[config.mk]
export PLATFORM = sky130hd
export DESIGN_NAME = frame_sequence_gap_tracker_top
export DESIGN_NICKNAME = d
export VERILOG_FILES = /design/src/rtl/fsgt_pkg.sv /design/src/rtl/frame_sequence_gap_tracker_top.sv /design/src/rtl/fsgt_classify.sv /design/src/rtl/fsgt_state.sv
export SDC_FILE = /design/constraint.sdc
export NUM_CORES = 1
export LEC_CHECK = 0
export ABC_AREA = 1
export BUFFER_PORTS_ARGS = -buffer_cell sky130_fd_sc_hd__buf_2
export CORE_MARGIN = 5
export CORE_UTILIZATION = 35
export DETAILED_ROUTE_END_ITERATION = 7
export GPL_TIMING_DRIVEN = 0
export PLACE_DENSITY = 0.58
export SLEW_MARGIN = 25
export SYNTH_ARGS = -nofsm -noshare
export SYNTH_HDL_FRONTEND = slang
export SYNTH_SLANG_ARGS = --single-unit
[constraint.sdc]
create_clock -name clk -period 19.2 [get_ports clk]
set_input_delay 0.96 -clock clk [delete_from_list [all_inputs] [get_ports clk]]
set_output_delay 0.96 -clock clk [all_outputs]
set_load 0.01 [all_outputs]
[src/rtl/fsgt_pkg.sv]
// Types and constants shared by the frame sequence gap tracker modules.
package fsgt_pkg;

  // Width of the low part of a sequence number that may wrap.
  localparam int LOW_BITS = 32;

  // Backward distance above which a smaller low number counts as a wrap.
  localparam logic [LOW_BITS:0] HALF_SPAN = 33'h0_8000_0000;

  // Field widths of a result word.
  localparam int SEQ_PORT_W = 64;
  localparam int DROP_W     = 64;
  localparam int EVENT_W    = 32;
  localparam int FRAME_W    = 64;
  localparam int CLASS_W    = 3;

  // Classification of one sequence number.
  typedef enum logic [CLASS_W-1:0] {
    CLS_FIRST    = 3'd0,
    CLS_IN_ORDER = 3'd1,
    CLS_GAP      = 3'd2,
    CLS_DUP      = 3'd3,
    CLS_WRAP     = 3'd4,
    CLS_REORDER  = 3'd5
  } seq_class_t;

  // Decision passed from the classifier to the state unit.
  typedef struct packed {
    seq_class_t cls;
    logic       take_seq;
  } class_ctl_t;

endpackage

[src/rtl/frame_sequence_gap_tracker_top.sv]
// Top level of the frame sequence gap tracker with its input and result registers.
// The tracker takes one frame sequence number per word and returns one result
// word for each, classifying the number as first, in order, gap, duplicate,
// wrap or out of order, with the drops it adds and the running saturating
// totals after it. It accepts one word every clock cycle while the result side
// keeps up. A word is registered in the input register and then in the result
// register, which presents its result and holds it until it is taken. While
// the result side stalls, the block holds two words, one in each register, and
// then drops s_axis_tready. The rate is set by the loop through previous_seq
// and the totals, which the combinational classifier and the state registers
// close for each word.
// Only the low SEQ_WIDTH bits of a sequence number are used; the counters are
// kept across a new epoch, which only forgets the previous number.
module frame_sequence_gap_tracker_top
  import fsgt_pkg::*;
#(
  parameter int SEQ_WIDTH = 64
) (
  input  logic         clk,
  input  logic         rst,
  input  logic         s_axis_tvalid,
  output logic         s_axis_tready,
  input  logic [63:0]  s_axis_tdata,   // [63:0] seq_number
  input  logic [0:0]   s_axis_tuser,   // [0] new_epoch
  output logic         m_axis_tvalid,
  input  logic         m_axis_tready,
  output logic [255:0] m_axis_tdata,   // [63:0] drops_added, [127:64] drop_count,
                                       // [159:128] duplicate_count,
                                       // [191:160] reorder_count, [255:192] frame_count
  output logic [2:0]   m_axis_tuser    // [2:0] seq_class
);

  logic                 in_valid;
  logic [SEQ_WIDTH-1:0] in_seq;
  logic                 in_epoch;
  logic                 move;

  logic                 have_previous;
  logic [SEQ_WIDTH-1:0] previous_seq;
  class_ctl_t           ctl;
  logic [SEQ_WIDTH-1:0] drops_added;
  logic [DROP_W-1:0]    drop_next;
  logic [EVENT_W-1:0]   duplicate_next;
  logic [EVENT_W-1:0]   reorder_next;
  logic [FRAME_W-1:0]   frames_next;

  logic                 out_valid;
  logic [255:0]         out_data;
  seq_class_t           out_class;

  // A word moves to the result register whenever that register is free or drains.
  assign move          = in_valid && (!out_valid || m_axis_tready);
  assign s_axis_tready = !in_valid || move;

  // Input register.
  always_ff @(posedge clk) begin
    if (rst) begin
      in_valid <= 1'b0;
    end else if (s_axis_tready) begin
      in_valid <= s_axis_tvalid;
    end
  end

  always_ff @(posedge clk) begin
    if (s_axis_tready && s_axis_tvalid) begin
      in_seq   <= s_axis_tdata[SEQ_WIDTH-1:0];
      in_epoch <= s_axis_tuser[0];
    end
  end

  fsgt_classify #(
    .SEQ_WIDTH(SEQ_WIDTH)
  ) u_classify (
    .seq          (in_seq),
    .epoch        (in_epoch),
    .have_previous(have_previous),
    .previous_seq (previous_seq),
    .ctl          (ctl),
    .drops_added  (drops_added)
  );

  fsgt_state #(
    .SEQ_WIDTH(SEQ_WIDTH)
  ) u_state (
    .clk           (clk),
    .rst           (rst),
    .upd           (move),
    .seq           (in_seq),
    .ctl           (ctl),
    .drops_added   (drops_added),
    .have_previous (have_previous),
    .previous_seq  (previous_seq),
    .drop_next     (drop_next),
    .duplicate_next(duplicate_next),
    .reorder_next  (reorder_next),
    .frames_next   (frames_next)
  );

  // Result register.
  always_ff @(posedge clk) begin
    if (rst) begin
      out_valid <= 1'b0;
    end else if (move) begin
      out_valid <= 1'b1;
    end else if (m_axis_tready) begin
      out_valid <= 1'b0;
    end
  end

  always_ff @(posedge clk) begin
    if (move) begin
      out_class <= ctl.cls;
      out_data  <= {frames_next, reorder_next, duplicate_next, drop_next,
                    SEQ_PORT_W'(drops_added)};
    end
  end

  assign m_axis_tvalid = out_valid;
  assign m_axis_tdata  = out_data;
  assign m_axis_tuser  = out_class;

endmodule

[src/rtl/fsgt_classify.sv]
// Combinational classifier: compares a sequence number against the previous one.
module fsgt_classify
  import fsgt_pkg::*;
#(
  parameter int SEQ_WIDTH = 64
) (
  input  logic [SEQ_WIDTH-1:0] seq,
  input  logic                 epoch,
  input  logic                 have_previous,
  input  logic [SEQ_WIDTH-1:0] previous_seq,
  output class_ctl_t           ctl,
  output logic [SEQ_WIDTH-1:0] drops_added
);

  logic [SEQ_WIDTH-1:0] fwd_m1;
  logic [LOW_BITS:0]    back_dist;
  logic                 both_low;
  logic                 is_equal;
  logic                 is_greater;

  // One forward difference serves both the gap size and the wrap size, since
  // the frames skipped across a wrap equal the low bits of seq - prev - 1.
  assign fwd_m1     = seq - previous_seq - SEQ_WIDTH'(1);
  assign back_dist  = {1'b0, previous_seq[LOW_BITS-1:0]} - {1'b0, seq[LOW_BITS-1:0]};
  assign both_low   = ~|seq[SEQ_WIDTH-1:LOW_BITS] && ~|previous_seq[SEQ_WIDTH-1:LOW_BITS];
  assign is_equal   = (seq == previous_seq);
  assign is_greater = (seq > previous_seq);

  // Order of the tests decides the class.
  always_comb begin
    ctl.cls      = CLS_REORDER;
    ctl.take_seq = 1'b0;
    drops_added  = '0;
    priority if (epoch || !have_previous) begin
      ctl.cls      = CLS_FIRST;
      ctl.take_seq = 1'b1;
    end else if (is_equal) begin
      ctl.cls = CLS_DUP;
    end else if (is_greater) begin
      ctl.cls      = (fwd_m1 == '0) ? CLS_IN_ORDER : CLS_GAP;
      ctl.take_seq = 1'b1;
      drops_added  = fwd_m1;
    end else if (both_low && (back_dist > HALF_SPAN)) begin
      ctl.cls      = CLS_WRAP;
      ctl.take_seq = 1'b1;
      drops_added  = SEQ_WIDTH'(fwd_m1[LOW_BITS-1:0]);
    end else begin
      ctl.cls = CLS_REORDER;
    end
  end

endmodule

[src/rtl/fsgt_state.sv]
// Tracker state: previous number, have-previous flag and saturating counters.
module fsgt_state
  import fsgt_pkg::*;
#(
  parameter int SEQ_WIDTH = 64
) (
  input  logic                 clk,
  input  logic                 rst,
  input  logic                 upd,
  input  logic [SEQ_WIDTH-1:0] seq,
  input  class_ctl_t           ctl,
  input  logic [SEQ_WIDTH-1:0] drops_added,
  output logic                 have_previous,
  output logic [SEQ_WIDTH-1:0] previous_seq,
  output logic [DROP_W-1:0]    drop_next,
  output logic [EVENT_W-1:0]   duplicate_next,
  output logic [EVENT_W-1:0]   reorder_next,
  output logic [FRAME_W-1:0]   frames_next
);

  logic [DROP_W-1:0]  drop_total;
  logic [EVENT_W-1:0] duplicate_total;
  logic [EVENT_W-1:0] reorder_total;
  logic [FRAME_W-1:0] frames_total;
  logic [DROP_W:0]    drop_sum;

  // Saturating updates of the running totals.
  assign drop_sum  = {1'b0, drop_total} + {1'b0, DROP_W'(drops_added)};
  assign drop_next = drop_sum[DROP_W] ? '1 : drop_sum[DROP_W-1:0];

  assign frames_next = (&frames_total) ? frames_total : frames_total + FRAME_W'(1);

  assign duplicate_next = (ctl.cls == CLS_DUP && !(&duplicate_total))
                          ? duplicate_total + EVENT_W'(1) : duplicate_total;

  assign reorder_next = (ctl.cls == CLS_REORDER && !(&reorder_total))
                        ? reorder_total + EVENT_W'(1) : reorder_total;

  // Control state, cleared by reset.
  always_ff @(posedge clk) begin
    if (rst) begin
      have_previous   <= 1'b0;
      previous_seq    <= '0;
      drop_total      <= '0;
      duplicate_total <= '0;
      reorder_total   <= '0;
      frames_total    <= '0;
    end else if (upd) begin
      have_previous   <= 1'b1;
      drop_total      <= drop_next;
      duplicate_total <= duplicate_next;
      reorder_total   <= reorder_next;
      frames_total    <= frames_next;
      if (ctl.take_seq) begin
        previous_seq <= seq;
      end
    end
  end

endmodule

==> impl_metrics.toml <==
[floorplanning]
initial_utilization = 0.352
die_height_um = 338
top_level_ports = 330
core_um2 = 107000
die_width_um = 338
die_area_um2 = 114000
rows = 120

[placement]
gp_congestion = 0.969
port_buffers = 329
post-place-ws_ns = 11.07
dp_hpwl_um = 112000

[setup_path]
startpoint_type = "register"
crit_required_ns = 19.72
slowest_delay_ns = 0.79
worstSetupEndpoint = "u_state.drop_total[42]"
worst_r2r_endpoint = "u_state.drop_total[42]"
cp_num_buf_inv = 4
data_arrival_time_of_the_critical_path_ns = 9.00
worstSetupPathDepth = 34
worst_r2r_path_depth = 34
crit_top_cell = "nand2_1"
worst-path-max-fanout = 10
cp-startpoint = "in_seq[0]"
critical_path_class = "register to register"
crit_path_end_kind = "register"
critical_path.slowest_cell = "clkbuf_1"
worst_r2r_startpoint = "in_seq[0]"
timing.reg2reg.setup_slack_ns = 10.72
crit_family = "simple AND/OR/NAND/NOR gates"

[timing]
worst_slack_ns = 10.72
report.final.hold_viol_count = 0
slew_at_the_pin_with_the_worst_max_slew_slack_ns = 1.08
final.setup.tns_ns = 0
max_clock_freq_mhz = 118
max_slew_headroom_at_the_worst_pin = 0.281
finalWorstPathRequiredPeriod_ns = 8.48
layout_worst_path_cycle_share = 0.442
setup_viol_count_final = 0
finalClockSkew_ns = 0.0348
grt_setup_unrepaired = "no"
final-max-slew-violation-count = 0

[power]
power_frac_comb = 0.203
relative_contribution_of_the_clock_network_to_total_power = 0.382
p_int_mw = 2.40
switching_share = 0.314
switching_power_mw = 1.10
share_of_total_power_in_sequential_cells = 0.416
post-layout-total-power_mw = 3.50
pwr_density_cell_nw_per_um2 = 80.5
p_leak_nw = 21.0
worst_ir_drop_vdd_mv = 0.0576

[yosys]
adder_and_majority_gate_portion_of_the_synthesized_area = 0.0553
mean_syn_cell_area_um2 = 7.02
number_of_enable_type_register_cells_in_the_synthesized_netlist = 324
yosys.area.top_type = "edfxtp_1"
share_of_synthesized_area_occupied_by_flip_flops_and_latches = 0.397
yosys_most_used_dff = "edfxtp_1"
postSynthRegisterBits = 583
dominant_combinational_cell_family_by_area_after_synthesis = "simple AND/OR/NAND/NOR gates"
share_of_cell_area_taken_by_muxes_after_synthesis = 0
synth.cell_area_um2 = 37600
synthXorXnorAreaFrac = 0.0331
syn_nets = 5590
ys.warnings.count = 0
netlist_instances = 5356
ranking_of_synthesized_cells_by_area = "edfxtp_1 26%, nand2_1 14%, dfxtp_1 14%"
synth-simple-area-share = 0.296
ys_types = 50
postSynth.asyncResetShare = 0
synth-compound-area-share = 0.107
synth_top_area_frac = 0.259

[status]
status = "finished, final reports clean"

[clocking]
cts-root-buf = "clkbuf_16"
clk_pin_slew_ns = 0.06
ctsLongestPathBuffers = 3
cts_repair_resize_count = 0
clkLatencyLatePin_ns = 0.65
ctsHoldBuffers = 0
htreeDepth = 3
post_cts_repair_setup_buffers = 0
numClockSinks = 583
cts_tree = "built"
cts-buffers-inserted = 69

[global_route]
wire_length_of_the_first_global_routing_pass_um = 202000
grt_usage = 0.232
overflow_left_after_global_routing = 0
antenna_violations_before_repair = 17
first_global_vias = 33314
grt_start_max_net_pins = 55

[cells_and_area]
share_of_cells_above_drive_strength_1 = 0.102
syn2layout_area_growth_pct = 15.7
finish.net_count = 5997

[route]
postRouteWirelength_um = 136000
drt-wirelength-per-cell_um = 18.9
via_count = 35681
drt-initial-drc-count = 3097
route.antenna.remaining_nets = 0
drt_drc_violations_left = 0
detail_route.first_pass.iterations = 6
drt-vias-per-instance = 4.94

[worst_hold_path]
hold_path.class = "register to register"
timing.hold.worst.start = "u_state.previous_seq[27]"

[run]
max_cap_viol_count = 0
[power by group through the flow]
stage	clock, mW	sequential, mW	combinational [mW]
2_1_floorplan	0	1.49	0.451
3_3_place_gp	0	1.50	0.693
3_5_place_dp	0	1.48	0.704
4_1_cts	1.38	1.46	0.707
5_1_grt	1.43	1.46	0.793
6_report	1.34	1.46	0.710
[tightest hold or removal path, stage by stage (launching register included)]
cell and delay (ns):
dfxtp_1 0.31, inv_1 0.07, a21oi_1 0.05
[registers in the layout, summed over array words and instances (netlist names)]
register / cells
m_axis_tdata: 256
in_seq: 64
u_state.drop_total: 64
u_state.frames_total: 64
u_state.previous_seq: 64
u_state.duplicate_total: 32
u_state.reorder_total: 32
m_axis_tuser: 3
in_epoch: 1
in_valid: 1
m_axis_tvalid: 1
u_state.have_previous: 1
[cells in the mapped netlist (88+ instances only)]
master and count:
a21oi_1 332, o21ai_0 246, nor3_1 88, nand2_1 1437
edfxtp_1 324, nand4_1 117, ha_1 163, nand3_1 221
nor2_1 564, inv_1 951, xor2_1 117, dfxtp_1 259
[layer usage]
metal  GRT usage  vias to the layer above  routed length [µm]
met2       0.369                     1020               59800
met1       0.327                    16448               63100
met5           0                        -                   0
met3      0.0379                      166                9190
met4      0.0701                        0                4220
li1            -                    18047                   -
[logic make-up after synthesis]
| logic type | count (synthesis) |
|---|---|
| AOI/OAI and AO/OA | 752 |
| xor gates and xnor gates | 142 |
| adders and majority gates | 165 |
| buffers and inverters | 1100 |
| DFF | 583 |
| and+or+nand+nor | 2614 |
[layout by cell type, fill, tap and decap left out, types with 6 or more instances in the layout]
master and n:
buf_1 12, xnor2_1 25, nor3_1 88, a211oi_1 23
nand2_2 18, nor4_1 56, dfxtp_1 259, nand4_2 6
o21ai_1 49, nand2_1 1437, nor2_1 564, nor2_4 11
buf_2 351, clkbuf_1 94, and2_1 9, nand4_1 117
or2_2 21, buf_6 6, nand3_1 221, o21ai_0 246
nand3_2 8, inv_1 950, ha_1 163, nor2_2 27
buf_4 6, a31oi_1 60, edfxtp_1 324, inv_2 21
and3_1 9, clkbuf_16 72, clkinv_1 12, o2111ai_1 7
a21o_1 12, xor2_1 117, nand3b_1 14, a21oi_1 332
[worst min path at each step]
stage,endpoint,slack [ns],cells after the start
after floorplan,u_state.have_previous,0.44,2
after global placement,u_state.previous_seq[2],0.46,2
after detailed placement,u_state.previous_seq[27],0.47,2
after CTS,in_seq[47],0.45,1
after global routing,in_seq[49],0.46,1
final,u_state.previous_seq[27],0.48,2
[metrics by stage]
step / util / hold slack, ns / std cells / area [µm²]
2_1_floorplan: - / 0.436 / 5356 / 37600
3_3_place_gp: 0.384 / 0.462 / 7088 / 41000
3_5_place_dp: 0.385 / 0.471 / 7095 / 41200
4_1_cts: 0.407 / 0.452 / 7222 / 43500
5_1_grt: 0.407 / 0.458 / 7222 / 43500
6_report: 0.407 / 0.479 / 7223 / 43500
[layout make-up]
class	count	area (µm²)
antenna	1	2.50
buffer	123	566
clock buffer	99	1950
clock inverter	28	348
fill	11458	63400
inverter	977	3670
multi-input combinational	3673	18500
sequential	583	14900
tap	1403	1760
timing repair buffer	336	1820
Power figures use the tool's default switching activity.
